==> config.mk <==
export PLATFORM = sky130hd
export DESIGN_NAME = mfps_path_unit_flat
export DESIGN_NICKNAME = d
export VERILOG_FILES = /design/src/rtl/mfps_pkg.sv /design/src/rtl/mfps_if.sv /design/src/rtl/mfps_path_unit.sv /design/src/flat_wrapper.sv
export SDC_FILE = /design/constraint.sdc
export NUM_CORES = 1
export LEC_CHECK = 0
export BUFFER_PORTS_ARGS = -buffer_cell sky130_fd_sc_hd__buf_2
export CAP_MARGIN = 20
export CORE_ASPECT_RATIO = 0.75
export CORE_MARGIN = 1
export CORE_UTILIZATION = 35
export CTS_BUF_LIST = sky130_fd_sc_hd__clkbuf_4
export DETAILED_ROUTE_END_ITERATION = 7
export PLACE_DENSITY_LB_ADDON = 0.08
export SLEW_MARGIN = 30
export SYNTH_ARGS = -nofsm -noshare
export SYNTH_HDL_FRONTEND = slang
export SYNTH_SLANG_ARGS = --single-unit
export TNS_END_PERCENT = 5
==> constraint.sdc <==
create_clock -name clk -period 19.4 [get_ports clk]
set_input_delay 2.91 -clock clk [delete_from_list [all_inputs] [get_ports clk]]
set_output_delay 2.91 -clock clk [all_outputs]
set_load 0.005 [all_outputs]
==> src/rtl/mfps_pkg.sv <==
// ----------------------------------------------------------------------------
// mfps_pkg
// Shared types, constants and the saturating path-sum adder for the minimum
// falling path sum block.
// ----------------------------------------------------------------------------
`default_nettype none

package mfps_pkg;

    localparam int VALUE_W = 16;
    localparam int SUM_W   = 32;
    localparam int WIDTH_W = 11;

    typedef logic signed [VALUE_W-1:0] value_t;
    typedef logic signed [SUM_W-1:0]   sum_t;
    typedef logic [WIDTH_W-1:0]        row_width_t;

    localparam row_width_t ROW_WIDTH_RESET = 11'd1024;
    localparam sum_t       SUM_MAX         = 32'sh7FFF_FFFF;
    localparam sum_t       SUM_MIN         = 32'sh8000_0000;

    // Per-element control handed from the column tracker to the path unit
    typedef struct packed {
        logic first_row;   // element belongs to the first row of the matrix
        logic has_left;    // an upper-left neighbor exists
        logic has_right;   // an upper-right neighbor exists
        logic row_start;   // element opens a new row
        logic last;        // final element of the matrix
    } stage_flags_t;

    // Add an element to a path sum, clamping to the signed 32-bit range
    function automatic sum_t sat_add(value_t a, sum_t b);
        logic signed [SUM_W:0] s;
        begin
            s = (SUM_W+1)'(a) + (SUM_W+1)'(b);
            if (s[SUM_W] != s[SUM_W-1])
            begin
                sat_add = s[SUM_W] ? SUM_MIN : SUM_MAX;
            end
            else
            begin
                sat_add = s[SUM_W-1:0];
            end
        end
    endfunction

endpackage

`default_nettype wire

==> src/rtl/mfps_if.sv <==
// ----------------------------------------------------------------------------
// mfps_if
// Valid/ready channels of the minimum falling path sum block: element input,
// result output and row width configuration.
// ----------------------------------------------------------------------------
`default_nettype none


interface mfps_out_if;
    logic                valid;
    logic                ready;
    mfps_pkg::sum_t      min_path_sum;

    modport source (output valid, output min_path_sum, input ready);
    modport sink   (input valid, input min_path_sum, output ready);
endinterface


`default_nettype wire

==> src/rtl/mfps_path_unit.sv <==
// ----------------------------------------------------------------------------
// mfps_path_unit
// Compute stage: picks the smallest neighbor sum, adds the element with
// saturation, tracks the row minimum and holds the result register.
// ----------------------------------------------------------------------------
`default_nettype none

module mfps_path_unit (
    input  wire logic                      clk,
    input  wire logic                      rst_n,
    input  wire logic                      s1_valid,
    input  wire mfps_pkg::stage_flags_t    s1_flags,
    input  wire mfps_pkg::value_t          s1_value,
    input  wire mfps_pkg::sum_t            up_sum,
    input  wire mfps_pkg::sum_t            right_sum,
    output logic                           s1_adv,
    output logic                           wr_en,
    output mfps_pkg::sum_t                 wr_data,
    mfps_out_if.source                     result
);

    mfps_pkg::sum_t saved_left_reg;
    mfps_pkg::sum_t row_min_reg;
    mfps_pkg::sum_t row_min_next;
    logic           out_valid_reg;
    mfps_pkg::sum_t out_sum_reg;

    mfps_pkg::sum_t best;
    mfps_pkg::sum_t sum;
    mfps_pkg::sum_t min_base;
    logic           fire;

    // Select the smallest existing neighbor and form the path sum
    always_comb
    begin
        best = up_sum;
        if (s1_flags.has_left && (saved_left_reg < best))
        begin
            best = saved_left_reg;
        end
        if (s1_flags.has_right && (right_sum < best))
        begin
            best = right_sum;
        end
        if (s1_flags.first_row)
        begin
            sum = mfps_pkg::SUM_W'(s1_value);
        end
        else
        begin
            sum = mfps_pkg::sat_add(s1_value, best);
        end
    end

    // Fold the sum into the running row minimum
    always_comb
    begin
        min_base     = s1_flags.row_start ? mfps_pkg::SUM_MAX : row_min_reg;
        row_min_next = (sum < min_base) ? sum : min_base;
    end

    // Stall only a final element that finds the result register occupied
    assign s1_adv  = !s1_flags.last || !out_valid_reg || result.ready;
    assign fire    = s1_valid && s1_adv;
    assign wr_en   = fire;
    assign wr_data = sum;

    // Hold left neighbor, row minimum and result handshake
    always_ff @(posedge clk or negedge rst_n)
    begin
        if (!rst_n)
        begin
            saved_left_reg <= '0;
            row_min_reg    <= mfps_pkg::SUM_MAX;
            out_valid_reg  <= 1'b0;
        end
        else
        begin
            if (fire)
            begin
                saved_left_reg <= up_sum;
                row_min_reg    <= row_min_next;
            end
            if (fire && s1_flags.last)
            begin
                out_valid_reg <= 1'b1;
            end
            else if (result.ready)
            begin
                out_valid_reg <= 1'b0;
            end
        end
    end

    // Capture the minimum path sum of the final row
    always_ff @(posedge clk)
    begin
        if (fire && s1_flags.last)
        begin
            out_sum_reg <= row_min_next;
        end
    end

    assign result.valid        = out_valid_reg;
    assign result.min_path_sum = out_sum_reg;

endmodule

`default_nettype wire

==> src/flat_wrapper.sv <==
// flat-port wrapper written by rule: the top's interface ports become plain ports
module mfps_path_unit_flat 
  (clk, rst_n, s1_valid, s1_flags, s1_value, up_sum, right_sum, s1_adv, wr_en, wr_data, result_valid, result_min_path_sum, result_ready);
  mfps_out_if result_i ();
  input  wire logic clk;
  input  wire logic rst_n;
  input  wire logic s1_valid;
  input  wire mfps_pkg::stage_flags_t s1_flags;
  input  wire mfps_pkg::value_t s1_value;
  input  wire mfps_pkg::sum_t up_sum;
  input  wire mfps_pkg::sum_t right_sum;
  output logic s1_adv;
  output logic wr_en;
  output mfps_pkg::sum_t wr_data;
  output wire logic [$bits(result_i.valid)-1:0] result_valid;
  output wire logic [$bits(result_i.min_path_sum)-1:0] result_min_path_sum;
  input wire logic [$bits(result_i.ready)-1:0] result_ready;
  assign result_valid = result_i.valid;
  assign result_min_path_sum = result_i.min_path_sum;
  assign result_i.ready = result_ready;
  mfps_path_unit u_core (.clk(clk), .rst_n(rst_n), .s1_valid(s1_valid), .s1_flags(s1_flags), .s1_value(s1_value), .up_sum(up_sum), .right_sum(right_sum), .s1_adv(s1_adv), .wr_en(wr_en), .wr_data(wr_data), .result(result_i));
endmodule
After elaboration in Yosys (flattened, before gate mapping)
Index checks and enable logic that the tools add are counted.
{"block": "op_classes", "n_div": 0, "n_lt_le_gt_ge": 3, "n_bitwise": 0, "n_mux": 9, "eq_ne": 1, "multipliers": 0, "shifts": 0, "addsub": 1, "n_reduce_logical": 9}
{"op": "2-to-1 mux 32 bit", "n": 7}
{"op": "less-than comparator 32 bit", "n": 3}
{"op": "adder 16 x 32 -> 33 bit", "n": 1}
{"op": "logical AND 1 bit", "n": 4}
{"op": "zero test 1 bit", "n": 2}
{"op": "logical OR 1 bit", "n": 2}
{"op": "2-to-1 mux 1 bit", "n": 2}
{"op": "nonzero test 2 bit", "n": 1}
{"op": "inequality test 1 bit", "n": 1}
{"block": "totals", "n_memories": 0, "register_bits": 97, "word_cells": 27, "output_inout_bits": 67, "latchBits": 0, "ramBits": 0, "romBits": 0, "input_bits": 89}

Logic depth before layout (Yosys ltp)
Gate-level depths: netlist of run 1.
{"block": "logic_depth", "depth_word": 12, "mapped_depth": 50, "depth_no_buf": 45}

Worst setup path after synthesis of run 1
No wires, ideal clock.
{"block": "synth_timing", "kind": "in2out", "start": "in up_sum[31]", "end": "out wr_data[17]", "path_stages": 37, "path_buffers": 3, "slack_ps": 6810, "required_time_ps": 16490, "arrival_time_ps": 9680, "cell_sequence": "inv_1 -> ha_1 -> nand4_1 -> nor3_1 -> a211oi_1 -> nand2_1 -> a31o_1 -> nand2_1 -> o211ai_1 -> buf_6 -> mux2i_1 -> ha_1 -> a211oi_1 -> o21bai_1 -> a211oi_1 -> o21bai_1 -> a21o_1 -> a211oi_1 -> nand2_1 -> o21ai_1 -> mux2i_2 -> buf_6 -> mux2i_1 -> ha_1 -> inv_1 -> fa_1 -> nand2b_1 -> a21oi_1 -> o221ai_1 -> a21oi_2 -> o21ai_0 -> mux2i_1 -> nor2_1 -> a21oi_2 -> clkbuf_1 -> a21oi_1 -> inv_1"}
{"block": "synth_between", "elab_chain_len": 10, "word_cells_on_any_way": 11, "cone_classes": "add/sub (1); order compare (2); eq/ne (1); mux (5); reduce/logical (2)"}
{"element": "from (decl)", "line_no": "flat_wrapper.sv:10", "text": "input wire mfps_pkg::sum_t up_sum;"}
{"element": "less-than comparator 32 bit", "line_no": "mfps_path_unit.sv:37", "text": "if (s1_flags.has_left && (saved_left_reg < best))"}
{"element": "logical AND 1 bit", "line_no": "mfps_path_unit.sv:37"}
{"element": "2-to-1 mux 32 bit (*)", "line_no": "mfps_path_unit.sv:37"}
{"element": "less-than comparator 32 bit", "line_no": "mfps_path_unit.sv:41", "text": "if (s1_flags.has_right && (right_sum < best))"}
{"element": "logical AND 1 bit", "line_no": "mfps_path_unit.sv:41"}
{"element": "2-to-1 mux 32 bit (*)", "line_no": "mfps_path_unit.sv:41"}
{"element": "adder 16 x 32 -> 33 bit (*)", "line_no": "mfps_pkg.sv:35", "text": "s = (SUM_W+1)'(a) + (SUM_W+1)'(b);"}
{"element": "2-to-1 mux 32 bit or inequality test 1 bit (tied branches)", "line_no": "mfps_pkg.sv:38, mfps_pkg.sv:36"}
{"element": "2-to-1 mux 32 bit (*)", "line_no": "mfps_pkg.sv:36", "text": "if (s[SUM_W] != s[SUM_W-1])"}
{"element": "2-to-1 mux 32 bit (*)", "line_no": "mfps_path_unit.sv:45", "text": "if (s1_flags.first_row)"}
{"element": "to (decl)", "line_no": "flat_wrapper.sv:14", "text": "output mfps_pkg::sum_t wr_data;"}
Every way passes the cells marked *; elsewhere a longest branch is shown, timed or not.

Final worst setup path of run 1
{"block": "layout_timing", "start": "in up_sum[14]", "end": "out wr_data[23]"}
Same word-level chain as after synthesis.

==> results of run 1 <==
critical path: cells and delay by family:
kind            cells  cell delay [ns]
buf+inv             7             1.41
mux                 4             1.10
simple gates        6             0.98
compound gates     17             3.85
fa+ha+maj           4             1.21
through the flow:
stage	cells	worst slack (ns)	area (sq um)
2_1_floorplan	1061	6.81	9290
3_3_place_gp	1528	4.81	10400
3_5_place_dp	1529	4.57	10400
4_1_cts	1545	4.98	10500
5_1_grt	1546	3.99	10600
6_report	1546	5.00	10600
placed cells by master (no fill, tap or decap), types with 9 or more instances in the layout:
cell type / instances
edfxtp_1: 32
nand4_1: 18
xnor2_1: 18
o21ai_0: 76
dfrtp_1: 34
a221oi_2: 19
ha_1: 125
mux2i_1: 65
a22oi_1: 23
o221a_2: 9
nand3_1: 15
clkbuf_4: 10
dfstp_2: 31
a21o_1: 33
buf_2: 155
inv_1: 119
nand2_1: 92
a211oi_1: 12
o21a_1: 12
buf_4: 11
a21oi_1: 62
nor2_1: 78
nand2b_1: 14
nor3_1: 15
path summary, 6_finish.rpt:
| kind | startpoint | end | cells past startpoint |
|---|---|---|---|
| min in group asynchronous | rst_n | u_core.saved_left_reg[24]$_DFFE_PN0P_ | 2 |
| max reg2reg | u_core.saved_left_reg[14]$_DFFE_PN0P_ | u_core.result.min_path_sum[19]$_DFFE_PP_ | 48 |
| min reg2reg | u_core.row_min_reg[28]$_DFFE_PN1P_ | u_core.row_min_reg[28]$_DFFE_PN1P_ | 2 |
| max in group asynchronous | rst_n | u_core.saved_left_reg[13]$_DFFE_PN0P_ | 2 |
| max | up_sum[14] | wr_data[23] | 38 |
| min | u_core.row_min_reg[28]$_DFFE_PN1P_ | u_core.row_min_reg[28]$_DFFE_PN1P_ | 2 |
per-layer routing:
layer | up-vias | share of wire (%)
li1 | 4136 | -
met1 | 3755 | 53
met2 | 187 | 41
met3 | 21 | 4.5
met4 | 0 | 1.3
met5 | - | 0
cells by family (layout without fill, tap and decap cells):
logic type	after synthesis	count (layout)	synth area share [%]
DFF	97	97	28.3
xor gates and xnor gates	25	25	2.36
muxes	67	67	7.27
AOI/OAI and AO/OA	316	316	24.4
buffers and inverters	163	303	7.33
adders and majority gates	126	126	17.0
and+or+nand+nor	267	267	13.4
other	0	1	0
power by group:
part	leakage, uW	switching, uW	internal, uW
sequential	0.00103	33.3	306
combinational	0.00429	416	287
clock	0.0000788	82.1	41.3
total	0.00540	531	634
final cells by class:
cell class	count	share of cell area, %
Inverter	119	4.23
Antenna cell	1	0.0237
Tap cell	344	4.08
Timing Repair Buffer	168	8.50
Multi-Input combinational cell	801	56.9
Sequential cell	97	24.9
Clock inverter	6	0.617
Clock buffer	10	0.712
==> summary.md, run 1 <==
| Metric | Value |
|---|---|
| YS warnings | `0` |
| Worst Setup End Kind | `output port` |
| Top cell type's share of synthesized area | `16.8%` |
| Ratio of final minimum period to clock period | `74.2%` |
| IO buf count | `155` |
| Fillers | `2700` |
| Antenna-violating nets left | `0` |
| First-pass GRT wire length | `44.0 mm` |
| Io pins | `156` |
| 1st-iter DRT viols | `roughly 430` |
| Vias per cell | `5.24` |
| Die height | `143 microns` |
| Tmin final | `between 10 and 15 ns` |
| MaxCap Viol Count | `0` |
| Nets | `1411` |
| Initial antenna violation count | `1` |
| Outcome | `complete, no violations` |
| #FFs+latches synth | `97` |
| TNS Setup | `0 ns` |
| # resized after CTS | `0` |
| CTS Buf Count | `9` |
| R2R setup slack | `roughly 7.1 ns` |
| Core area | `26000 sq um` |
| Drt drc | `0` |
| GRT Util Overall | `about a fifth` |
| Asr flop ratio synth | `about 67%` |
| Post-synthesis sequential area ratio | `28.3%` |
| Post-CTS Setup Repair Bufs | `0` |
| Pre-antenna DRT Iters | `7` |
| Die width | `190 microns` |
| Ys flop type | `dfrtp_1` |
| FF+latch area | `roughly 2600 sq um` |
| PwrDens | `between 100 and 150 nW/um^2` |
| Clk_lat worst skew | `0.52 ns` |
| Hold Crit Class | `reg -> reg` |
| GR Util met3 | `between 3 and 4%` |
| Total power draw | `1160 uW` |
| Worst slew margin | `48.2%` |
| Final Skew | `0.0223 ns` |
| Gpl congestion | `0.856` |
| CTS Hold Bufs | `0` |
| Busiest metal layer after global routing | `met1` |
| Number of synthesized flops with an enable pin | `32` |
| Worst Path Max Fanout | `33` |
| CP arrival | `11.49 ns` |
| Hold Vio Cnt, Final | `0` |
| Starting Density | `~36%` |
| Top-count cell post-synth | `ha_1` |
| Die Area | `27200 sq um` |
| CTS Root Cell | `clkbuf_4` |
| Critical path's largest stage delay | `0.52 ns` |
| Top cells by count, synth | `ha_1 (125), inv_1 (119), nand2_1 (93)` |
| Post-layout util | `40.5%` |
| Syn Inst Count | `1061` |
| DR vias | `8099` |
| Share of cells above drive strength 1 | `21.4%` |
| Final WL | `27.8 mm` |
| Synthesized cell area | `9290 sq um` |
| Classification of the worst setup path | `in -> out` |
| Layout Area Growth over Synthesis | `13.5%` |
| Hold Slack | `0.519 ns` |
| Number of library cell types mapped by synthesis | `between 60 and 70` |
| Final Setup Violations | `0` |
| Peak VDD IR | `0.0000363 V` |
| Synth area leaders | `ha_1 (17%), edfxtp_1 (10%), dfrtp_1 (9.2%)` |
| Final slew viol count | `0` |
| Synth Net Count | `1276` |
| Num rows | `51` |
| CP startpoint kind | `input pin` |
| DP Wirelength | `21.5 mm` |
| Leading area contributor after synthesis | `ha_1` |
| Congestion Overflow GR | `0` |
| CTS Sinks | `97` |
| Max frequency | `69.4 MHz` |
| Worst Path Required | `16.49 ns` |
| Number of H-tree levels | `3` |
| Area occupied by multi-input gates | `6010 sq um` |
| Grt met1 use | `31.7%` |
| CP max stage cell | `a21oi_2` |
| CTS tree | `built` |
| CTS clock-pin slew for the worst setup and hold paths | `0.16 ns` |
| GR Util met2 | `31.2%` |
| Largest net degree at the start of global routing | `just under 70` |
| Worst-margin pin slew | `0.777 ns` |
| Leakage Power | `roughly 0.0054 uW` |
| Avg Inst Size Synth | `8.76 sq um` |
| Vias in the first global route | `about 7900` |
| RSZ-0062 raised after global routing | `false` |
| CTS Buffer Depth | `2` |
| Average wire per cell in the routed design | `18.0 microns` |
(Power assumes the default switching activity.)
==> inputs of run 2 (changes only) <==
clock period = 13.6 ns   (was 19.4 ns; I/O delays follow)
==> run 2 against run 1 <==
Design area up 0.31%; final cell count up 0.45%; register-to-register slack worse by 5.1 ns; non-clock buffer count up 7; critical path depth up 10; clock skew up 0.0037 ns.
==> summary.md, run 2 (synthesis results as in run 1) <==
| Metric | Value |
|---|---|
| Outcome | `complete, no violations` |
| Ratio of final minimum period to clock period | `93.6%` |
| Io pins | `156 (unchanged)` |
| Bufs and invs on worst path | `7 (unchanged)` |
| Num rows | `51 (unchanged)` |
| Post-CTS Setup Repair Bufs | `0 (unchanged)` |
| 1st-iter DRT viols | `529 (+24%)` |
| # resized after CTS | `0 (unchanged)` |
| Leakage Power | `0.00541 uW (+0.18%)` |
| Vias per cell | `5.28 (+0.85%)` |
| Worst slew margin | `48.8% (+0.57 points)` |
| First-pass GRT wire length | `43.2 mm (-1.8%)` |
| Tmin final | `12.73 ns` |
| Vias in the first global route | `7793 (-0.99%)` |
| DP Wirelength | `21.8 mm (+1.7%)` |
| Die Area | `27200 sq um (unchanged)` |
| CP arrival | `13.06 ns (+1.57 ns)` |
| IO buf count | `155 (unchanged)` |
| Starting Density | `35.7% (unchanged)` |
| Antenna-violating nets left | `0 (unchanged)` |
| Worst Path Required | `13.93 ns (-2.56 ns)` |
| Total power draw | `1660 uW (+42%)` |
| Most frequent cells in the layout | `buf_2 (156), ha_1 (125), inv_1 (119)` |
| Worst Path Max Fanout | `24 (-27%)` |
| Final WL | `27.7 mm (-0.40%)` |
| Peak VDD IR | `0.0000589 V (+62%)` |
| Hold_sp | `u_core.row_min_reg[31]$_DFFE_PN0P_` |
| CTS tree | `built` |
| Initial antenna violation count | `1 (unchanged)` |
| CTS Sinks | `97 (unchanged)` |
| TNS Setup | `0 ns (unchanged)` |
| Share of cells above drive strength 1 | `22.0% (+0.62 points)` |
| RSZ-0062 raised after global routing | `false` |
| Clk_lat worst skew | `0.53 ns (about the same)` |
| PwrDens | `156 nW/um^2 (+42%)` |
| Critical path's largest stage delay | `0.44 ns (-0.08 ns)` |
| Hold Vio Cnt, Final | `0 (unchanged)` |
| CTS Buf Count | `9 (unchanged)` |
| DR vias | `8205 (+1.3%)` |
| CTS Hold Bufs | `0 (unchanged)` |
| Drt drc | `0 (unchanged)` |
| Largest net degree at the start of global routing | `68 (unchanged)` |
| CTS clock-pin slew for the worst setup and hold paths | `0.18 ns (+0.02 ns)` |
| CP startpoint kind | `input pin` |
| Average wire per cell in the routed design | `17.8 microns (-0.85%)` |
| Pre-antenna DRT Iters | `5 (-2)` |
| Core area | `26000 sq um (unchanged)` |
| Final Setup Violations | `0 (unchanged)` |
| FF+latch area | `2630 sq um (unchanged)` |
| GRT Util Overall | `20.7% (-0.36 points)` |
| Crit. Startpoint | `up_sum[11]` |
| Number of H-tree levels | `3 (unchanged)` |
| MaxCap Viol Count | `0 (unchanged)` |
| Commonest non-fill, non-tap cell in the layout | `buf_2` |
| Reg2reg start | `u_core.saved_left_reg[11]$_DFFE_PN0P_` |
| Die height | `143 microns (unchanged)` |
| Area occupied by multi-input gates | `6030 sq um (+0.35%)` |
| CTS Root Cell | `clkbuf_4` |
| Gpl congestion | `0.868 (+1.5%)` |
| Congestion Overflow GR | `0 (unchanged)` |
| Worst-margin pin slew | `0.768 ns (-0.00857 ns)` |
| Final Skew | `0.0260 ns (+0.00369 ns)` |
| CP most frequent cell | `a21o_1` |
| Worst Setup End Kind | `flop` |
| Fillers | `2736 (+1.3%)` |
| Nets | `1418 (+0.50%)` |
| Layout Area Growth over Synthesis | `13.9%` |
| Classification of the worst setup path | `in -> reg` |
| CP max stage cell | `a221oi_1` |
| CP delay by family, top | `compound AO/OA/AOI/OAI gates` |
| CTS Buffer Depth | `2 (unchanged)` |
| Hold Crit Class | `reg -> reg` |
| Max frequency | `78.6 MHz` |
| Die width | `190 microns (unchanged)` |
| Final slew viol count | `0 (unchanged)` |
[run 2: area by class of cell]
cell class | instances | share of cell area (%)
clock buffer | 9 | 0.638
multi-input combinational | 801 | 57.0
clock inverter | 7 | 0.426
antenna | 1 | 0.0236
tap | 344 | 4.07
inverter | 119 | 4.22
timing repair buffer | 175 | 8.84
sequential | 97 | 24.8
[run 2: metrics by stage]
step	util, %	hold WS [ns]	std cells	setup slack (ns)	instance area, sq um
global placement	40.0	0.486	1534	0.545	10400
finish	40.6	0.509	1553	0.870	10600
detailed placement	40.2	0.476	1536	0.287	10500
floorplan	-	0.457	1061	2.33	9290
CTS	40.6	0.515	1552	0.846	10600
global route	40.6	0.538	1553	0.0224	10600
[run 2: final timing paths]
path	end	slack (ns)	depth (start not counted)
worst max-delay path	u_core.result.min_path_sum[21]$_DFFE_PP_	0.87	48
worst min-delay path	u_core.row_min_reg[31]$_DFFE_PN0P_	0.51	2
worst max register to register	u_core.result.min_path_sum[21]$_DFFE_PP_	2.06	46
worst min register to register	u_core.row_min_reg[31]$_DFFE_PN0P_	0.51	2
max in group asynchronous	u_core.row_min_reg[13]$_DFFE_PN1P_	11.43	3
min in group asynchronous	u_core.saved_left_reg[24]$_DFFE_PN0P_	1.51	2
[run 2: metal layers]
| layer | global-route usage [%] | share of wire (%) |
|---|---|---|
| met1 | 31.1 | 52 |
| met2 | 31.0 | 42 |
| met3 | 2.97 | 4.6 |
| met4 | 4.38 | 0.97 |
| met5 | 0 | 0 |
[run 2: worst register-to-register path, delay by kind of cell (launching register included)]
family	cells	cell delay (ns)
AOI/OAI and AO/OA	26	5.99
and+or+nand+nor	8	1.47
buffers and inverters	5	1.26
adders and majority gates	4	1.21
muxes	3	0.95
DFF	1	0.44
[run 2: report_power, final]
part / leakage (uW) / switching, uW / internal, uW
registers: 0.00103 / 46.0 / 436
logic: 0.00432 / 604 / 411
clock network: 0.0000590 / 120 / 37.1
==> inputs of run 3 (changes only) <==
GPL_TIMING_DRIVEN = 0   (was default)
==> run 3 against run 2 <==
Critical path depth increased by 3; power is 2.0% higher; worst hold slack better by 0.012 ns; sequential power is essentially flat; die area stayed put; critical endpoint is now u_core.result.min_path_sum[18]$_DFFE_PP_; largest cell class unchanged.
==> summary.md, run 3 (synthesis results as in run 1) <==
| Metric | Value |
|---|---|
| Nets | `1445 (+1.9%)` |
| Vias per cell | `5.27 (-0.18%)` |
| CP arrival | `13.21 ns (+0.15 ns)` |
| CTS Buf Count | `9 (unchanged)` |
| Pre-antenna DRT Iters | `6 (+1)` |
| Classification of the worst setup path | `in -> reg` |
| GR Util met2 | `31.3% (+0.35 points)` |
| Busiest metal layer after global routing | `met1` |
| CTS Hold Bufs | `0 (unchanged)` |
| Io pins | `156 (unchanged)` |
| GRT Util Overall | `21.6% (+0.88 points)` |
| DR vias | `8333 (+1.6%)` |
| Final WL | `28.9 mm (+4.4%)` |
| CP startpoint kind | `input pin` |
| Post-place instance area | `10500 sq um (+0.83%)` |
| CTS Root Cell | `clkbuf_4` |
| Ratio of final minimum period to clock period | `94.8% (+1.2 points)` |
| Die Area | `27200 sq um (unchanged)` |
| Max frequency | `77.6 MHz (-1.3%)` |
| Worst reg-to-reg path cell count | `49 (+6.5%)` |
| MaxCap Viol Count | `0 (unchanged)` |
| Starting Density | `35.7% (unchanged)` |
| PwrDens | `157 nW/um^2 (+0.65%)` |
| TNS Setup | `0 ns (unchanged)` |
| DP Wirelength | `23.1 mm (+5.8%)` |
| Worst Setup End Kind | `flop` |
| Die height | `143 microns (unchanged)` |
| Vias in the first global route | `7963 (+2.2%)` |
| Peak VDD IR | `0.0000660 V (+12%)` |
| GR Util met3 | `2.97% (unchanged)` |
| Worst Path Required | `13.91 ns (-0.02 ns)` |
| 1st-iter DRT viols | `474 (-10%)` |
| Drt drc | `0 (unchanged)` |
| CTS Sinks | `97 (unchanged)` |
| Clk_lat worst skew | `0.53 ns (about the same)` |
| Worst hold stages | `2 (unchanged)` |
| Commonest non-fill, non-tap cell in the layout | `buf_2` |
| Final Skew | `0.0259 ns (-0.0000569 ns)` |
| Initial antenna violation count | `1 (unchanged)` |
| CTS Buffer Depth | `2 (unchanged)` |
| Hold Crit Class | `reg -> reg` |
| Num rows | `51 (unchanged)` |
| IO buf count | `154 (-0.65%)` |
| Number of H-tree levels | `3 (unchanged)` |
| Hold Vio Cnt, Final | `0 (unchanged)` |
| RSZ-0062 raised after global routing | `false` |
| Leakage Power | `0.00546 uW (+1.1%)` |
| First-pass GRT wire length | `44.9 mm (+4.0%)` |
| Final slew viol count | `0 (unchanged)` |
| CTS tree | `built` |
| Share of cells above drive strength 1 | `21.9% (-0.077 points)` |
| Worst Path Max Fanout | `10 (-58%)` |
| Hold Slack | `0.521 ns (+0.0119 ns)` |
| Final instance area | `10700 sq um (+1.3%)` |
| Congestion Overflow GR | `0 (unchanged)` |
| CTS clock-pin slew for the worst setup and hold paths | `0.19 ns (about the same)` |
| Worst slew margin | `50.2% (+1.4 points)` |
| Die width | `190 microns (unchanged)` |
| RR Endpoint | `u_core.result.min_path_sum[18]$_DFFE_PP_` |
| Tmin final | `12.89 ns (+0.161 ns)` |
| Reg2reg start | `u_core.saved_left_reg[14]$_DFFE_PN0P_` |
| R2R setup slack | `1.93 ns (-0.13 ns)` |
| Layout Area Growth over Synthesis | `15.4%` |
| Critical path's largest stage delay | `0.39 ns (-0.05 ns)` |
| Grt met1 use | `33.3% (+2.2 points)` |
| Worst Hold End | `u_core.row_min_reg[31]$_DFFE_PN0P_` |
| Hold_sp | `u_core.row_min_reg[31]$_DFFE_PN0P_` |
| Total power draw | `1690 uW (+2.0%)` |
| Antenna-violating nets left | `0 (unchanged)` |
| Worst-margin pin slew | `0.739 ns (-0.0292 ns)` |
| Average wire per cell in the routed design | `18.3 microns (+2.6%)` |
| Most frequent cells in the layout | `buf_2 (160), ha_1 (125), inv_1 (119)` |
| Outcome | `complete, no violations` |
| Core area | `26000 sq um (unchanged)` |
| Gpl congestion | `0.891 (+2.6%)` |
| Largest net degree at the start of global routing | `36 (-47%)` |
| Final Setup Violations | `0 (unchanged)` |
| CP max stage cell | `a22oi_1` |
## run 3: per-stage QoR
stage	instances	worst slack, ns	utilization (%)
after floorplan	1061	2.33	-
after global placement	1559	-0.490	40.3
after detailed placement	1561	-0.434	40.5
after CTS	1577	0.0897	41.0
after global routing	1580	0.0618	41.2
final	1580	0.708	41.2
## run 3: metal layers
| metal | wire [microns] | vias up |
|---|---|---|
| met1 | 15700 | 3923 |
| met3 | 1180 | 16 |
| met4 | 346 | 0 |
| li1 | - | 4199 |
| met5 | 0 | - |
| met2 | 11700 | 195 |
## run 3: what timing repair did
action,4_1_cts,5_1_grt
gates resized for setup,0,14
setup endpoints to repair,0,79
setup buffers,0,2
## run 3: worst max path at each step
stage / startpoint / to / slack [ns] / cells after the start
3_5_place_dp: up_sum[14] / u_core.result.min_path_sum[18]$_DFFE_PP_ / -0.43 / 50
5_1_grt: up_sum[14] / u_core.result.min_path_sum[3]$_DFFE_PP_ / 0.06 / 51
3_3_place_gp: up_sum[14] / u_core.result.min_path_sum[18]$_DFFE_PP_ / -0.49 / 50
2_1_floorplan: up_sum[31] / u_core.result.min_path_sum[9]$_DFFE_PP_ / 2.33 / 49
4_1_cts: up_sum[14] / u_core.result.min_path_sum[18]$_DFFE_PP_ / 0.09 / 50
6_report: up_sum[11] / u_core.result.min_path_sum[18]$_DFFE_PP_ / 0.71 / 51
## run 3: final cells by class
cell class	instances	area, sq um
Inverter	119	447
Clock buffer	9	67.6
Timing Repair Buffer	158	832
Sequential cell	97	2630
Tap cell	344	430
Fill cell	2718	15300
Multi-Input combinational cell	801	6030
Buffer	44	238
Antenna cell	1	2.50
Clock inverter	7	53.8
## run 3: report_power, final
group	internal [uW]	switching, uW	total (uW)
clock network	39.4	123	163
registers	436	46.4	483
logic	417	626	1040
## run 3: worst max-delay path: cells and delay by family
family	cells	cell delay, ns
AOI/OAI and AO/OA	25	5.80
adders and majority gates	4	1.19
and+or+nand+nor	9	1.47
buffers and inverters	10	1.81
muxes	3	0.89
