$ cat src/rtl/mfps_pkg.sv
// ----------------------------------------------------------------------------
// mfps_pkg
// Shared types, constants and the saturating path-sum adder for the minimum
// falling path sum block.
// ----------------------------------------------------------------------------
`default_nettype none

package mfps_pkg;

    localparam int VALUE_W = 16;
    localparam int SUM_W   = 32;
    localparam int WIDTH_W = 11;

    typedef logic signed [VALUE_W-1:0] value_t;
    typedef logic signed [SUM_W-1:0]   sum_t;
    typedef logic [WIDTH_W-1:0]        row_width_t;

    localparam row_width_t ROW_WIDTH_RESET = 11'd1024;
    localparam sum_t       SUM_MAX         = 32'sh7FFF_FFFF;
    localparam sum_t       SUM_MIN         = 32'sh8000_0000;

    // Per-element control handed from the column tracker to the path unit
    typedef struct packed {
        logic first_row;   // element belongs to the first row of the matrix
        logic has_left;    // an upper-left neighbor exists
        logic has_right;   // an upper-right neighbor exists
        logic row_start;   // element opens a new row
        logic last;        // final element of the matrix
    } stage_flags_t;

    // Add an element to a path sum, clamping to the signed 32-bit range
    function automatic sum_t sat_add(value_t a, sum_t b);
        logic signed [SUM_W:0] s;
        begin
            s = (SUM_W+1)'(a) + (SUM_W+1)'(b);
            if (s[SUM_W] != s[SUM_W-1])
            begin
                sat_add = s[SUM_W] ? SUM_MIN : SUM_MAX;
            end
            else
            begin
                sat_add = s[SUM_W-1:0];
            end
        end
    endfunction

endpackage

`default_nettype wire

$ cat src/rtl/mfps_if.sv
// ----------------------------------------------------------------------------
// mfps_if
// Valid/ready channels of the minimum falling path sum block: element input,
// result output and row width configuration.
// ----------------------------------------------------------------------------
`default_nettype none

interface mfps_in_if;
    logic                valid;
    logic                ready;
    mfps_pkg::value_t    value;
    logic                last_item;

    modport source (output valid, output value, output last_item, input ready);
    modport sink   (input valid, input value, input last_item, output ready);
endinterface


`default_nettype wire

$ cat src/rtl/mfps_col_ctrl.sv
// ----------------------------------------------------------------------------
// mfps_col_ctrl
// Input stage: tracks the column and first-row state, issues row buffer
// reads for the upper and upper-right neighbors and loads the compute stage.
// ----------------------------------------------------------------------------
`default_nettype none

module mfps_col_ctrl #(
    parameter int MAX_COLS = 1024,
    parameter int IDX_W    = 10,
    parameter int CNT_W    = 11
) (
    input  wire logic                      clk,
    input  wire logic                      rst_n,
    mfps_in_if.sink                        item,
    input  wire mfps_pkg::row_width_t      row_width,
    input  wire logic                      s1_adv,
    output logic                           rd_en,
    output logic [IDX_W-1:0]               rd_addr0,
    output logic [IDX_W-1:0]               rd_addr1,
    output logic                           s1_valid,
    output mfps_pkg::stage_flags_t         s1_flags,
    output logic [IDX_W-1:0]               s1_col,
    output mfps_pkg::value_t               s1_value
);

    logic [IDX_W-1:0]        col_reg;
    logic [IDX_W-1:0]        col_next;
    logic                    first_reg;
    logic                    first_next;
    logic                    s1_valid_reg;
    logic                    s1_valid_next;
    mfps_pkg::stage_flags_t  s1_flags_reg;
    logic [IDX_W-1:0]        s1_col_reg;
    mfps_pkg::value_t        s1_value_reg;

    logic [31:0]             rw_ext;
    logic [31:0]             w_clamp;
    logic [CNT_W-1:0]        w_eff;
    logic [CNT_W-1:0]        col_ext;
    logic                    wrap;
    logic [IDX_W-1:0]        col;
    logic                    first;
    logic [CNT_W-1:0]        col_plus;
    logic                    has_right;
    logic                    accept;
    mfps_pkg::stage_flags_t  flags;

    // Clamp the row width to 1..MAX_COLS
    always_comb
    begin
        rw_ext = 32'(row_width);
        if (rw_ext == 32'd0)
        begin
            w_clamp = 32'd1;
        end
        else if (rw_ext > 32'(MAX_COLS))
        begin
            w_clamp = 32'(MAX_COLS);
        end
        else
        begin
            w_clamp = rw_ext;
        end
        w_eff = w_clamp[CNT_W-1:0];
    end

    // Resolve the column of this element; a narrowed width closes the row
    always_comb
    begin
        col_ext   = CNT_W'(col_reg);
        wrap      = (col_ext >= w_eff);
        col       = wrap ? '0 : col_reg;
        first     = wrap ? 1'b0 : first_reg;
        col_plus  = CNT_W'(col) + CNT_W'(1);
        has_right = (col_plus < w_eff);

        flags.first_row = first;
        flags.has_left  = (col != '0);
        flags.has_right = has_right;
        flags.row_start = (col == '0);
        flags.last      = item.last_item;
    end

    assign accept     = item.valid && item.ready;
    assign item.ready = !s1_valid_reg || s1_adv;

    // Read upper and upper-right sums of the previous row
    assign rd_en    = accept;
    assign rd_addr0 = col;
    assign rd_addr1 = has_right ? col_plus[IDX_W-1:0] : col;

    // Advance the column; restart on row end and on the final element
    always_comb
    begin
        if (item.last_item)
        begin
            col_next   = '0;
            first_next = 1'b1;
        end
        else if (!has_right)
        begin
            col_next   = '0;
            first_next = 1'b0;
        end
        else
        begin
            col_next   = col_plus[IDX_W-1:0];
            first_next = first;
        end
    end

    always_comb
    begin
        if (accept)
        begin
            s1_valid_next = 1'b1;
        end
        else if (s1_adv)
        begin
            s1_valid_next = 1'b0;
        end
        else
        begin
            s1_valid_next = s1_valid_reg;
        end
    end

    // Hold column state and compute stage occupancy
    always_ff @(posedge clk or negedge rst_n)
    begin
        if (!rst_n)
        begin
            col_reg      <= '0;
            first_reg    <= 1'b1;
            s1_valid_reg <= 1'b0;
        end
        else
        begin
            s1_valid_reg <= s1_valid_next;
            if (accept)
            begin
                col_reg   <= col_next;
                first_reg <= first_next;
            end
        end
    end

    // Load the element into the compute stage
    always_ff @(posedge clk)
    begin
        if (accept)
        begin
            s1_flags_reg <= flags;
            s1_col_reg   <= col;
            s1_value_reg <= item.value;
        end
    end

    assign s1_valid = s1_valid_reg;
    assign s1_flags = s1_flags_reg;
    assign s1_col   = s1_col_reg;
    assign s1_value = s1_value_reg;

endmodule

`default_nettype wire

$ cat src/flat_wrapper.sv
// flat-port wrapper written by rule: the top's interface ports become plain ports
module mfps_col_ctrl_flat 
#(
    parameter int MAX_COLS = 1024,
    parameter int IDX_W    = 10,
    parameter int CNT_W    = 11
)
  (clk, rst_n, row_width, s1_adv, rd_en, rd_addr0, rd_addr1, s1_valid, s1_flags, s1_col, s1_value, item_valid, item_value, item_last_item, item_ready);
  mfps_in_if item_i ();
  input  wire logic clk;
  input  wire logic rst_n;
  input  wire mfps_pkg::row_width_t row_width;
  input  wire logic s1_adv;
  output logic rd_en;
  output logic [IDX_W-1:0] rd_addr0;
  output logic [IDX_W-1:0] rd_addr1;
  output logic s1_valid;
  output mfps_pkg::stage_flags_t s1_flags;
  output logic [IDX_W-1:0] s1_col;
  output mfps_pkg::value_t s1_value;
  input wire logic [$bits(item_i.valid)-1:0] item_valid;
  input wire logic [$bits(item_i.value)-1:0] item_value;
  input wire logic [$bits(item_i.last_item)-1:0] item_last_item;
  output wire logic [$bits(item_i.ready)-1:0] item_ready;
  assign item_i.valid = item_valid;
  assign item_i.value = item_value;
  assign item_i.last_item = item_last_item;
  assign item_ready = item_i.ready;
  mfps_col_ctrl #(.MAX_COLS(MAX_COLS), .IDX_W(IDX_W), .CNT_W(CNT_W)) u_core (.clk(clk), .rst_n(rst_n), .item(item_i), .row_width(row_width), .s1_adv(s1_adv), .rd_en(rd_en), .rd_addr0(rd_addr0), .rd_addr1(rd_addr1), .s1_valid(s1_valid), .s1_flags(s1_flags), .s1_col(s1_col), .s1_value(s1_value));
endmodule
$ cat config.mk
export PLATFORM = sky130hd
export DESIGN_NAME = mfps_col_ctrl_flat
export DESIGN_NICKNAME = d
export VERILOG_FILES = /design/src/rtl/mfps_pkg.sv /design/src/rtl/mfps_if.sv /design/src/rtl/mfps_col_ctrl.sv /design/src/flat_wrapper.sv
export SDC_FILE = /design/constraint.sdc
export NUM_CORES = 1
export LEC_CHECK = 0
export ABC_AREA = 1
export BUFFER_PORTS_ARGS = -buffer_cell sky130_fd_sc_hd__buf_2
export CAP_MARGIN = 0
export CORE_MARGIN = 1
export CORE_UTILIZATION = 30
export DETAILED_ROUTE_END_ITERATION = 10
export SYNTH_ARGS = -nofsm -noshare
export SYNTH_HDL_FRONTEND = slang
export SYNTH_SLANG_ARGS = --single-unit
$ cat constraint.sdc
create_clock -name clk -period 6.6 [get_ports clk]
set_clock_uncertainty 0.2 [all_clocks]
set_input_delay 0 -clock clk [delete_from_list [all_inputs] [get_ports clk]]
set_output_delay 0 -clock clk [all_outputs]
set_load 0.02 [all_outputs]
After elaboration in Yosys (flattened, before gate mapping)
Index checks and enable logic that the tools add are counted.
Storage, ports and cells
  register bits after elaboration: 43
  latch bits: 0
  RAM bits: 0
  ROM bits: 0
  input bits: 32
  output and inout bits: 54
  logic and storage cells: 32
  memories: 0
Operators by class
  add/sub/neg operators: 1
  multipliers: 0
  div/mod/pow operators: 0
  order comparisons: 3
  equal/unequal tests: 0
  shift operators: 0
  muxes and demuxes: 11
  bitwise gates (word level): 0
  reduce and logical (&&, ||, !) cells: 7
Operators with widths (count)
  $mux W10: 4
  $mux W11: 2
  $add A10 B1 Y11 const B: 1
  $ge A10 B11 Y1: 1
  $gt A11 B11 Y1 const B: 1
  $logic_not A11 Y1: 1
  $lt A11 B11 Y1: 1
  $logic_not A10 Y1: 1
  $reduce_bool A10 Y1: 1
  $mux W1: 5
  $reduce_bool A2 Y1: 1
  $logic_and A1 B1 Y1: 1
  $logic_not A1 Y1: 1
  $logic_or A1 B1 Y1: 1

Longest topological paths before layout
Gate-level depths: netlist (run 1).
  word-level depth: 9
  depth in mapped cells: 33

Worst setup path before layout (run 1)
Ideal clock, no wire load.
  path type: input -> register
  start: input port row_width[1]
  end: register u_core.col_reg[0]
  setup time: 169 ps
  arrival time: 3755 ps
  slack: 2476 ps
  cell stages on the path: 30
  path buffers: 1
  path through: nor2_1 -> nand2_1 -> nor2_1 -> nand2_1 -> nand2_1 -> nand2_1 -> ha_1 -> nand2_1 -> inv_1 -> nand2_1 -> nand2_1 -> nand2_1 -> nand4_1 -> nor2_1 -> ha_1 -> inv_1 -> nor3_1 -> nand3_1 -> nand2_1 -> inv_2 -> ha_1 -> nand3_1 -> nor3_1 -> nand2_2 -> nand2_4 -> clkinv_4 -> buf_6 -> ha_1 -> nand2_1 -> o21ai_0
RTL lines
  from (decl): line flat_wrapper.sv:12  | input wire mfps_pkg::row_width_t row_width;
  to (signal assigned): line mfps_col_ctrl.sv:143  | col_reg <= col_next;
  to (decl): line mfps_col_ctrl.sv:27  | logic [IDX_W-1:0] col_reg;

Worst setup path in the final report (run 1)
  start: register u_core.col_reg[6]
  end: output port rd_addr1[0]
On the way
  cells in the longest elaborated chain, start to end: 5
Ends and longest elaborated chain
  $ge A10 B11 Y1: line mfps_col_ctrl.sv:72  | wrap = (col_ext >= w_eff);
  $mux W10 (*): line mfps_col_ctrl.sv:73  | col = wrap ? '0 : col_reg;
  $add A10 B1 Y11: line mfps_col_ctrl.sv:75  | col_plus = CNT_W'(col) + CNT_W'(1);
  $lt A11 B11 Y1: line mfps_col_ctrl.sv:76  | has_right = (col_plus < w_eff);
  $mux W10 (*): line mfps_col_ctrl.sv:91  | assign rd_addr1 = has_right ? col_plus[IDX_W-1:0] : col;
  to (decl): line flat_wrapper.sv:16  | output logic [IDX_W-1:0] rd_addr1;
Every way passes the cells marked *; elsewhere a longest branch is shown, timed or not.

==> results.tsv, run 1 <==
stage	metric	value	unit
cts	numCtsBuffers	5	
cells_and_area	area.growth.synth_to_final	33.3	%
pwr	power_density	200	mW/mm^2
worst_setup_path	critPathCaptureType	output pin	
outcome	status	complete, no violations	
floorplanning	die_area	0.00878	mm^2
cts	cts-resized-gates	0	
logic_synthesis	cell_type_with_the_highest_aggregate_area_in_the_netlist	sky130_fd_sc_hd__edfxtp_1	
cells_and_area	largest_reg_flops	16	
route	post_drt_wl_per_cell	12.6	um
logic_synthesis	seq_area_frac_synth	48.9	%
global_route	antenna_found_initial	0	
floorplanning	rows	33	
worst_setup_path	crit_path_max_fanout	18	
placed_design	portBuffers	85	
logic_synthesis	ys_ff_latch	43	
logic_synthesis	syn_avg_cell_area	8.79	um^2
pwr	power.net_switching	214	uW
logic_synthesis	yosys.area_share.adder	11.4	%
logic_synthesis	synth_cell_types	25	
logic_synthesis	largest_family_of_logic_cells_by_synthesized_area	simple AND/OR/NAND/NOR gates	
cts	cts_htree_levels	2	
logic_synthesis	ys.flop_type	sky130_fd_sc_hd__edfxtp_1	
sta	fin_setup_tns	0	ps
route	drt_drc_violations_left	0	
pwr	ir_drop_worst_vdd	0.0980	mV
cells_and_area	layout.cells.non_filler	504	
sta	rsz0062_at_grt	no	
logic_synthesis	post_synth_main_area_contributors	sky130_fd_sc_hd__edfxtp_1 (37%), sky130_fd_sc_hd__nand2_1 (13%), sky130_fd_sc_hd__ha_1 (11%), sky130_fd_sc_hd__dfrtp_1 (11%), sky130_fd_sc_hd__inv_1 (5.8%)	
logic_synthesis	synth_xor_xnor_area_share	1.39	%
global_route	pin_count_of_the_biggest_net_entering_global_routing	36	
floorplanning	floorplan.initialDensity	30.9	%
logic_synthesis	post_synth_inst_count	287	
hold_path	worst_hold_path_type	input port to register	
worst_setup_path	rr_worst_depth	25	
pwr	sw_frac_of_total	31.9	%
worst_setup_path	worstPathArrival	4480	ps
cts	ctsHoldBuffers	22	
route	vias	2275	
sta	worst_slew_margin_rel	43.3	%
cts	cts.clk_slew.worst_paths	80	ps
cells_and_area	filler_cell_count	831	
floorplanning	die-height	93.7	um
cts	ctsLongestPathBuffers	2	
global_route	grt_usage	15.6	%
logic_synthesis	post_synth_most_frequent_cells	sky130_fd_sc_hd__nand2_1 (85), sky130_fd_sc_hd__inv_1 (39), sky130_fd_sc_hd__edfxtp_1 (31)	
route	first_iter_violations	134	
cells_and_area	final_layout_size_suffix_gt1_share	27.6	%
placed_design	globalplace.congestion	0.909	
placed_design	place_hpwl	5.04	mm
cts	clock_tree.root_cell	sky130_fd_sc_hd__clkbuf_8	
logic_synthesis	ys.warnings.count	0	
cells_and_area	antenna_cells	0	
route	route.detailed.vias_per_inst	4.51	
floorplanning	num_io_pins	86	
route	detail_route.wirelength	6.37	mm
sta	max_slew.worst_pin.slew	848	ps
pwr	static_leakage	0.00176	uW
job	timing.max_cap.violations	0	
global_route	grt_pass1_wl	10.4	mm
cts	numClockSinks	43	
cts	worstSkewPairLatency	290	ps
cts	tritoncts	done	
sta	finalCritPeriodShare	71.0	%
floorplanning	fp.dieW	93.7	um
cts	post_cts_setup_buffer_count	0	
pwr	cellInternalPower	457	uW
logic_synthesis	post_synth_mux_area_share	0	%
logic_synthesis	synth.top_cell.area_share	36.9	%
worst_setup_path	cp-start-kind	register	
sta	max_clock_freq	214	MHz
pwr	pwr-share-clk	23.8	%
worst_setup_path	critPathRequiredTime	6400	ps
logic_synthesis	synth_edf_count	31	
worst_setup_path	setup.worst_path.class	register to output pin	
placed_design	numPlacedInstances	474	
floorplanning	floorplan.core_area	0.00818	mm^2
sta	hold_ws	46.4	ps
logic_synthesis	synthArstFlopShare	27.9	%
logic_synthesis	synthesized_net_count	342	
sta	maxSlewViolCount	0	
sta	final-setup-viol-count	0	
logic_synthesis	synthesized_area_fraction_occupied_by_ao_oa_aoi_and_oai_cells	5.31	%
sta	final.min_clock_period	4680	ps
global_route	grt_remaining_overflow	0	
cells_and_area	nNetsFinal	453	
worst_setup_path	worst-r2r-setup-slack	2230	ps
logic_synthesis	synth_simple_gate_area_share	25.2	%
route	final_antenna_net_count	0	
sta	final-hold-violation-count	0	
pwr	seq_power_share	48.5	%
global_route	grt_pass1_vias	2269	
route	drt-pass1-iter-count	4	
pwr	comb_power_share	27.7	%
hold_path	timing.hold.worst_path_depth	4	
logic_synthesis	synthesis.area	0.00252	mm^2
logic_synthesis	synthMostInstantiatedCell	sky130_fd_sc_hd__nand2_1	
## worst max-delay path, cell delays in order, from the launching register on
cell and delay, ps:
sky130_fd_sc_hd__dfrtp_1 440, sky130_fd_sc_hd__ha_1 330, sky130_fd_sc_hd__nand2_1 100, sky130_fd_sc_hd__inv_1 60, sky130_fd_sc_hd__nand2_1 60, sky130_fd_sc_hd__nand2_1 60, sky130_fd_sc_hd__nand2_1 80, sky130_fd_sc_hd__nand2_1 80
sky130_fd_sc_hd__nor2_4 330, sky130_fd_sc_hd__nand2_1 200, sky130_fd_sc_hd__inv_1 160, sky130_fd_sc_hd__ha_1 240, sky130_fd_sc_hd__inv_1 50, sky130_fd_sc_hd__nor3_1 220, sky130_fd_sc_hd__nand3_1 130, sky130_fd_sc_hd__nand2_1 120
sky130_fd_sc_hd__inv_2 50, sky130_fd_sc_hd__ha_1 290, sky130_fd_sc_hd__nand3_1 90, sky130_fd_sc_hd__nor3_1 200, sky130_fd_sc_hd__nand2_2 110, sky130_fd_sc_hd__nand2_4 140, sky130_fd_sc_hd__clkinv_4 150, sky130_fd_sc_hd__ha_1 300
sky130_fd_sc_hd__inv_1 60, sky130_fd_sc_hd__buf_2 150
## per-layer routing
layer | track usage, % | vias up | share of wire, %
li1 | - | 1158 | -
met1 | 20.9 | 1002 | 49
met2 | 25.1 | 105 | 42
met3 | 2.43 | 10 | 7.8
met4 | 6.28 | 0 | 1.5
met5 | 0 | - | 0
## cell families (layout without fill, tap and decap cells)
logic type	count (synthesis)	count (layout)
flops	43	43
compound gates	24	24
simple gates	146	146
xor+xnor	4	4
fa+ha+maj	23	23
buf+inv	47	159
## power by group through the flow
stage	Clock [uW]	Sequential, uW	Combinational [uW]
after global placement	0	332	176
after CTS	165	326	188
after detailed placement	0	332	177
final	160	326	186
after floorplan	0	351	97.2
after global routing	177	328	209
## cells in the final DEF (no fill, tap or decap)
cell and instances:
sky130_fd_sc_hd__nand2_1 85, sky130_fd_sc_hd__buf_2 85, sky130_fd_sc_hd__inv_1 39, sky130_fd_sc_hd__edfxtp_1 31, sky130_fd_sc_hd__nor2_1 23, sky130_fd_sc_hd__ha_1 23
sky130_fd_sc_hd__dlygate4sd3_1 22, sky130_fd_sc_hd__nand3_1 18, sky130_fd_sc_hd__dfrtp_1 11, sky130_fd_sc_hd__a21oi_1 9, sky130_fd_sc_hd__o21ai_0 8, sky130_fd_sc_hd__nand4_1 5
sky130_fd_sc_hd__clkbuf_8 5, sky130_fd_sc_hd__xor2_1 4, sky130_fd_sc_hd__nor2_2 4, sky130_fd_sc_hd__nor3_1 4, sky130_fd_sc_hd__inv_2 3, sky130_fd_sc_hd__nand3_2 3
sky130_fd_sc_hd__o21ai_1 3, sky130_fd_sc_hd__o21bai_1 3, sky130_fd_sc_hd__nand2_2 2, sky130_fd_sc_hd__a21boi_2 1, sky130_fd_sc_hd__nor2_4 1, sky130_fd_sc_hd__nand2_4 1
sky130_fd_sc_hd__clkinv_4 1, sky130_fd_sc_hd__clkinv_2 1, sky130_fd_sc_hd__clkinvlp_4 1, sky130_fd_sc_hd__clkbuf_1 1, sky130_fd_sc_hd__buf_4 1, sky130_fd_sc_hd__dfstp_2 1
## area by class of cell
class | count | area, um^2 | area share, %
clock buffers | 6 | 72.6 | 2.16
multi-input cells | 197 | 1090 | 32.5
clock inverters | 2 | 12.5 | 0.372
well taps | 105 | 131 | 3.91
repair buffers | 108 | 653 | 19.4
inverters | 43 | 166 | 4.95
flip-flops and latches | 43 | 1230 | 36.7
## stage by stage
step | util, % | instance area [um^2] | setup slack (ps) | total power [uW]
floorplan | - | 2520 | 2480 | 448
global placement | 37.4 | 3060 | 2010 | 508
detailed placement | 37.4 | 3060 | 1900 | 509
CTS | 41.1 | 3360 | 1870 | 679
global route | 41.1 | 3360 | 1310 | 713
finish | 41.1 | 3360 | 1920 | 671
## final timing paths
kind	end	from
setup / recovery	rd_addr1[0]	u_core.col_reg[6]
max in group asynchronous	u_core.col_reg[0]	rst_n
hold reg to reg	u_core.first_reg	u_core.first_reg
setup reg to reg	u_core.col_reg[0]	u_core.col_reg[6]
min in group asynchronous	u_core.first_reg	rst_n
hold / removal	u_core.col_reg[2]	item_valid
No activity file was read; power rests on OpenSTA's default activity.
==> inputs of run 2 (changes only) <==
Clock period 6.6 ns to 4.6 ns, I/O delays scaled along.
==> run 2 against run 1 <==
  * Hold slack got worse by 31 ps
  * Final cell count up 0.40%
  * Sequential power is 43% higher
  * Clock power rose by 43%
  * Flip-flop and latch count stayed put
  * Global-route usage down 0.83 points
  * Via count rose by 1.0%
  * Utilization rose by 0.40 points
  * Critical path type unchanged
  * Power rose by 44%
  * Critical endpoint unchanged
  * Register-to-register slack lost 1500 ps
  * Combinational power grew 47%
==> results.tsv, run 2 (synthesis results as in run 1) <==
stage	metric	value	unit	change
route	drt_drc_violations_left	0		unchanged
sta	rsz0062_at_grt	no		
cts	clock_tree.root_cell	sky130_fd_sc_hd__clkbuf_8		
sta	max_slew.worst_pin.slew	833	ps	-15.1 ps
sta	final.min_clock_period	4240	ps	
job	timing.max_cap.violations	0		unchanged
worst_setup_path	setup.worst_path.class	register to output pin		
cells_and_area	final_cell_mix	sky130_fd_sc_hd__buf_2 (85), sky130_fd_sc_hd__nand2_1 (84), sky130_fd_sc_hd__inv_1 (38)		
global_route	pin_count_of_the_biggest_net_entering_global_routing	36		unchanged
cells_and_area	layout.cells.most_common	sky130_fd_sc_hd__buf_2		
global_route	grt_pass1_vias	2082		-8.2%
cts	cts_htree_levels	2		unchanged
floorplanning	floorplan.core_area	0.00818	mm^2	unchanged
cts	worstSkewPairLatency	290	ps	about the same
route	drt-pass1-iter-count	4		unchanged
global_route	antenna_found_initial	0		unchanged
global_route	grt_usage	14.8	%	-0.83 points
sta	max_clock_freq	236	MHz	
cts	numCtsBuffers	5		unchanged
worst_setup_path	critical_path.reg2reg.endpoint	u_core.col_reg[0]		
cts	ctsLongestPathBuffers	2		unchanged
cells_and_area	final_layout_size_suffix_gt1_share	29.4	%	+1.9 points
hold_path	worst_hold_path_type	input port to register		
floorplanning	fp.dieW	93.7	um	unchanged
worst_setup_path	crit_path_max_fanout	18		unchanged
route	vias	2298		+1.0%
placed_design	dp_worst_setup_slack	213	ps	-1680 ps
cells_and_area	area.growth.synth_to_final	34.6	%	
floorplanning	die_area	0.00878	mm^2	unchanged
sta	maxSlewViolCount	0		unchanged
placed_design	portBuffers	85		unchanged
worst_setup_path	cp-start-kind	register		
pwr	ir_drop_worst_vdd	0.139	mV	+42%
sta	final-setup-viol-count	0		unchanged
pwr	static_leakage	0.00177	uW	+0.40%
sta	worst_slew_margin_rel	44.3	%	+1.0 points
cts	numClockSinks	43		unchanged
placed_design	place_hpwl	5.06	mm	+0.31%
floorplanning	floorplan.initialDensity	30.9	%	unchanged
floorplanning	die-height	93.7	um	unchanged
cts	tritoncts	done		
sta	postLayoutSetupSlackWorst	362	ps	-1550 ps
route	final_antenna_net_count	0		unchanged
hold_path	timing.hold.worst_path_depth	4		unchanged
sta	finalCritPeriodShare	92.1	%	
global_route	grt_remaining_overflow	0		unchanged
cells_and_area	largest_reg_flops	16		unchanged
cells_and_area	nNetsFinal	455		+0.44%
outcome	status	complete, no violations		
worst_setup_path	critPathCaptureType	output pin		
sta	fin_setup_tns	0	ps	unchanged
cts	post_cts_setup_buffer_count	0		unchanged
worst_setup_path	regToRegStartpoint	u_core.col_reg[6]		
route	post_drt_wl_per_cell	12.5	um	-0.71%
route	route.detailed.vias_per_inst	4.54		+0.61%
floorplanning	rows	33		unchanged
pwr	power_density	285	mW/mm^2	+43%
route	detail_route.wirelength	6.35	mm	-0.31%
worst_setup_path	worstPathArrival	4040	ps	-440 ps
floorplanning	num_io_pins	86		unchanged
hold_path	hold_path.startpoint	item_valid		
placed_design	globalplace.congestion	0.866		-4.7%
worst_setup_path	critPathRequiredTime	4400	ps	-2000 ps
cells_and_area	antenna_cells	0		unchanged
hold_path	hold_end	u_core.col_reg[2]		
global_route	grt_pass1_wl	9.89	mm	-5.3%
worst_setup_path	worst-r2r-setup-slack	710	ps	-1520 ps
worst_setup_path	rr_worst_depth	26		+4.0%
cts	cts.clk_slew.worst_paths	80	ps	about the same
sta	final-hold-violation-count	0		unchanged
route	first_iter_violations	124		-7.5%
[run 2: area by class of cell]
cell class                      instances  area, um^2
Fill cell                             836        4780
Sequential cell                        43        1230
Tap cell                              105         131
Clock buffer                            6        72.6
Multi-Input combinational cell        197        1110
Clock inverter                          2        12.5
Timing Repair Buffer                  110         668
Inverter                               43         169
[run 2: critical path: stages, from the launching register on]
cell and delay (ps):
sky130_fd_sc_hd__dfrtp_2 450, sky130_fd_sc_hd__ha_1 320, sky130_fd_sc_hd__nand2_1 110, sky130_fd_sc_hd__inv_1 60, sky130_fd_sc_hd__nand2_1 60, sky130_fd_sc_hd__nand2_1 40
sky130_fd_sc_hd__nand2_1 70, sky130_fd_sc_hd__nand2_1 90, sky130_fd_sc_hd__nor2_4 120, sky130_fd_sc_hd__nand2_1 150, sky130_fd_sc_hd__inv_2 130, sky130_fd_sc_hd__ha_2 230
sky130_fd_sc_hd__inv_1 50, sky130_fd_sc_hd__nor3_1 210, sky130_fd_sc_hd__nand3_1 130, sky130_fd_sc_hd__nor2_1 130, sky130_fd_sc_hd__ha_1 260, sky130_fd_sc_hd__nand2_1 90
sky130_fd_sc_hd__inv_1 50, sky130_fd_sc_hd__nand3_1 90, sky130_fd_sc_hd__inv_1 70, sky130_fd_sc_hd__a21oi_2 180, sky130_fd_sc_hd__nand2_4 130, sky130_fd_sc_hd__inv_8 130
sky130_fd_sc_hd__ha_1 240, sky130_fd_sc_hd__inv_1 50, sky130_fd_sc_hd__buf_2 150
[run 2: per-layer routing]
| layer | global-route usage, % | part of all wire (%) |
|---|---|---|
| met1 | 19.7 | 48 |
| met3 | 2.43 | 8.0 |
| met2 | 23.8 | 43 |
| met4 | 5.64 | 1.3 |
| met5 | 0 | 0 |
[run 2: repair_timing]
item                                    CTS  global route
endpoints found under the setup margin    0            10
gates resized for setup                   0             8
hold buffers                             21             1
hold endpoints to repair                 38             1
[run 2: worst max-delay path by stage]
stage | cells past startpoint | endpoint | start
6_report | 26 | rd_addr1[0] | u_core.col_reg[6]
5_1_grt | 32 | rd_addr1[0] | row_width[5]
4_1_cts | 32 | rd_addr1[0] | row_width[5]
3_5_place_dp | 32 | rd_addr1[0] | row_width[5]
3_3_place_gp | 32 | rd_addr1[0] | row_width[5]
2_1_floorplan | 30 | u_core.col_reg[0] | row_width[1]
[run 2: report_power, final]
part           leakage, uW  switching, uW  internal (uW)
Sequential        0.000455           13.4            454
Combinational      0.00127            173           99.4
Clock            0.0000412            122            106
[run 2: metrics by stage]
step	instances	utilization, %	hold WS (ps)	instance area, um^2	power (uW)
after global routing	506	41.5	82.2	3390	1020
after detailed placement	476	37.6	-293	3070	733
after CTS	505	41.2	0.971	3370	976
after floorplan	287	-	-496	2520	643
final	506	41.5	15.2	3390	969
after global placement	476	37.6	-297	3070	731
==> inputs of run 3 (changes only) <==
==> constraint.sdc (replaced) <==
create_clock -name clk -period 4.6 [get_ports clk]
set_clock_uncertainty 0.2 [all_clocks]
set_input_delay 0 -clock clk [delete_from_list [all_inputs] [get_ports clk]]
set_output_delay 0 -clock clk [all_outputs]
set_load 0.01 [all_outputs]
==> run 3 against run 2 <==
  * Count of clock-buffer cells in the layout unchanged
  * Routed wire length up 4.8%
  * Sequential power about the same
  * Power down 2.1%
  * Largest power group unchanged
==> results.tsv, run 3 (synthesis results as in run 1) <==
stage	metric	value	unit	change
sta	max_slew.worst_pin.slew	842	ps	+9.73 ps
outcome	status	complete, no violations		
global_route	grt_remaining_overflow	0		unchanged
hold_path	worst_hold_path_type	input port to register		
cells_and_area	finish.utilization	41.6	%	about the same
cells_and_area	final_cell_mix	sky130_fd_sc_hd__buf_2 (85), sky130_fd_sc_hd__nand2_1 (84), sky130_fd_sc_hd__inv_1 (38)		
pwr	cellInternalPower	660	uW	about the same
pwr	sw_frac_of_total	30.5	%	-1.5 points
sta	final-setup-viol-count	0		unchanged
sta	maxSlewViolCount	0		unchanged
placed_design	dpl_cell_area	0.00307	mm^2	unchanged
cells_and_area	filler_cell_count	810		-3.1%
cts	clock_tree.root_cell	sky130_fd_sc_hd__clkbuf_8		
pwr	comb_power_share	25.9	%	-2.3 points
sta	worst_slew_margin_rel	43.6	%	-0.65 points
pwr	ir_drop_worst_vdd	0.115	mV	-18%
cells_and_area	nNetsFinal	455		unchanged
global_route	grt_pass1_wl	10.9	mm	+10%
route	vias	2330		+1.4%
cts	numCtsBuffers	5		unchanged
route	post_drt_wl_per_cell	13.1	um	+4.8%
global_route	pin_count_of_the_biggest_net_entering_global_routing	36		unchanged
pwr	power.net_switching	289	uW	-6.5%
placed_design	portBuffers	85		unchanged
pwr	seq_power_share	49.4	%	+1.1 points
floorplanning	die_area	0.00878	mm^2	unchanged
global_route	grt_usage	16.2	%	+1.4 points
floorplanning	floorplan.core_area	0.00818	mm^2	unchanged
placed_design	place_hpwl	5.16	mm	+1.9%
cts	ctsLongestPathBuffers	2		unchanged
pwr	total_power	949	uW	-2.1%
route	route.detailed.vias_per_inst	4.60		+1.4%
route	first_iter_violations	92		-26%
job	timing.max_cap.violations	0		unchanged
sta	final.min_clock_period	4260	ps	+24.8 ps
cells_and_area	largest_reg_flops	16		unchanged
pwr	power_density	279	mW/mm^2	-2.1%
route	final_antenna_net_count	0		unchanged
pwr	pwr-share-clk	24.7	%	+1.1 points
worst_setup_path	cp-start-kind	register		
placed_design	numPlacedInstances	476		unchanged
floorplanning	num_io_pins	86		unchanged
route	detail_route.wirelength	6.65	mm	+4.8%
global_route	grt_pass1_vias	2300		+10%
global_route	antenna_found_initial	0		unchanged
placed_design	globalplace.congestion	0.902		+4.2%
route	drt_drc_violations_left	0		unchanged
cts	cts_htree_levels	2		unchanged
pwr	static_leakage	0.00177	uW	-0.10%
cells_and_area	antenna_cells	0		unchanged
cells_and_area	layout.cells.non_filler	506		unchanged
cts	post_cts_setup_buffer_count	0		unchanged
floorplanning	floorplan.initialDensity	30.9	%	unchanged
cts	cts.clk_slew.worst_paths	80	ps	about the same
floorplanning	rows	33		unchanged
cells_and_area	final_layout_size_suffix_gt1_share	29.7	%	+0.25 points
floorplanning	die-height	93.7	um	unchanged
worst_setup_path	worstPathArrival	4060	ps	+20 ps
floorplanning	fp.dieW	93.7	um	unchanged
worst_setup_path	setup.worst_path.class	register to output pin		
worst_setup_path	critPathCaptureType	output pin		
sta	finalCritPeriodShare	92.7	%	+0.54 points
sta	fin_setup_tns	0	ps	unchanged
sta	final-hold-violation-count	0		unchanged
cells_and_area	area.growth.synth_to_final	34.7	%	about the same
cts	worstSkewPairLatency	300	ps	about the same
worst_setup_path	crit_path_max_fanout	18		unchanged
sta	max_clock_freq	235	MHz	-0.58%
route	drt-pass1-iter-count	4		unchanged
cts	numClockSinks	43		unchanged
cells_and_area	layout.cells.most_common	sky130_fd_sc_hd__buf_2		
cts	tritoncts	done		
worst_setup_path	critPathRequiredTime	4400	ps	about the same
cells_and_area	stdcell_area	0.00340	mm^2	about the same
## run 3: cell count changes in the layout (fill, tap and decap cells not counted), sizes merged
cell and delta:
inv -1, clkinv +1
## run 3: power groups by stage
stage	sequential, uW	clock (uW)	combinational (uW)
final	469	235	245
after global routing	472	251	279
after CTS	469	241	247
after detailed placement	478	0	231
after global placement	476	0	229
after floorplan	487	0	127
## run 3: worst paths after layout
path	from	slack (ps)	cells after the start	to
hold reg to reg	u_core.first_reg	310	2	u_core.first_reg
setup / recovery	u_core.col_reg[6]	340	23	rd_addr1[0]
max in group asynchronous	rst_n	2640	4	u_core.col_reg[2]
setup reg to reg	u_core.col_reg[6]	630	23	u_core.col_reg[0]
min in group asynchronous	rst_n	510	3	u_core.first_reg
hold / removal	item_valid	40	4	u_core.col_reg[2]
## run 3: cell type report
cell class	count	area (um^2)	area share, %
flip-flops and latches	43	1230	36.3
multi-input cells	197	1110	32.7
repair buffers	110	668	19.7
inverters	43	166	4.90
well taps	105	131	3.87
clock buffers	6	72.6	2.14
clock inverters	2	12.5	0.368
## run 3: critical path, cell delays in order (launching register included)
cell and delay (ps):
sky130_fd_sc_hd__dfrtp_1 450, sky130_fd_sc_hd__ha_1 330, sky130_fd_sc_hd__nand2_1 100, sky130_fd_sc_hd__inv_1 60, sky130_fd_sc_hd__nand2_1 60, sky130_fd_sc_hd__nand2_1 50, sky130_fd_sc_hd__nand2_1 70, sky130_fd_sc_hd__nand2_1 90
sky130_fd_sc_hd__nor2_4 120, sky130_fd_sc_hd__nand2_1 130, sky130_fd_sc_hd__inv_2 120, sky130_fd_sc_hd__ha_2 220, sky130_fd_sc_hd__nand3_2 110, sky130_fd_sc_hd__nor3_1 190, sky130_fd_sc_hd__nor2_2 90, sky130_fd_sc_hd__ha_1 300
sky130_fd_sc_hd__nand2_1 80, sky130_fd_sc_hd__o21ai_0 290, sky130_fd_sc_hd__a21oi_2 130, sky130_fd_sc_hd__nand2_4 150, sky130_fd_sc_hd__clkinv_4 150, sky130_fd_sc_hd__ha_1 300, sky130_fd_sc_hd__inv_1 50, sky130_fd_sc_hd__buf_2 110
## run 3: stage by stage
step | hold WS, ps | setup slack, ps
3_3_place_gp | -291 | 345
6_report | 36.9 | 337
5_1_grt | 59.5 | -0.648
4_1_cts | 26.8 | 218
2_1_floorplan | -496 | 627
3_5_place_dp | -290 | 217
## run 3: repair_timing
action,CTS,global route
resized for setup,0,8
hold buffers,22,0
endpoints found under the setup margin,0,10
hold endpoints to repair,38,0
## run 3: routing by layer
metal	wire (um)	global-route usage (%)	share of wire, %	up-vias
li1	-	-	-	1159
met1	2900	21.0	44	1051
met2	2990	26.0	45	110
met3	678	3.40	10	10
met4	85	6.92	1.3	0
met5	0	0	0	-
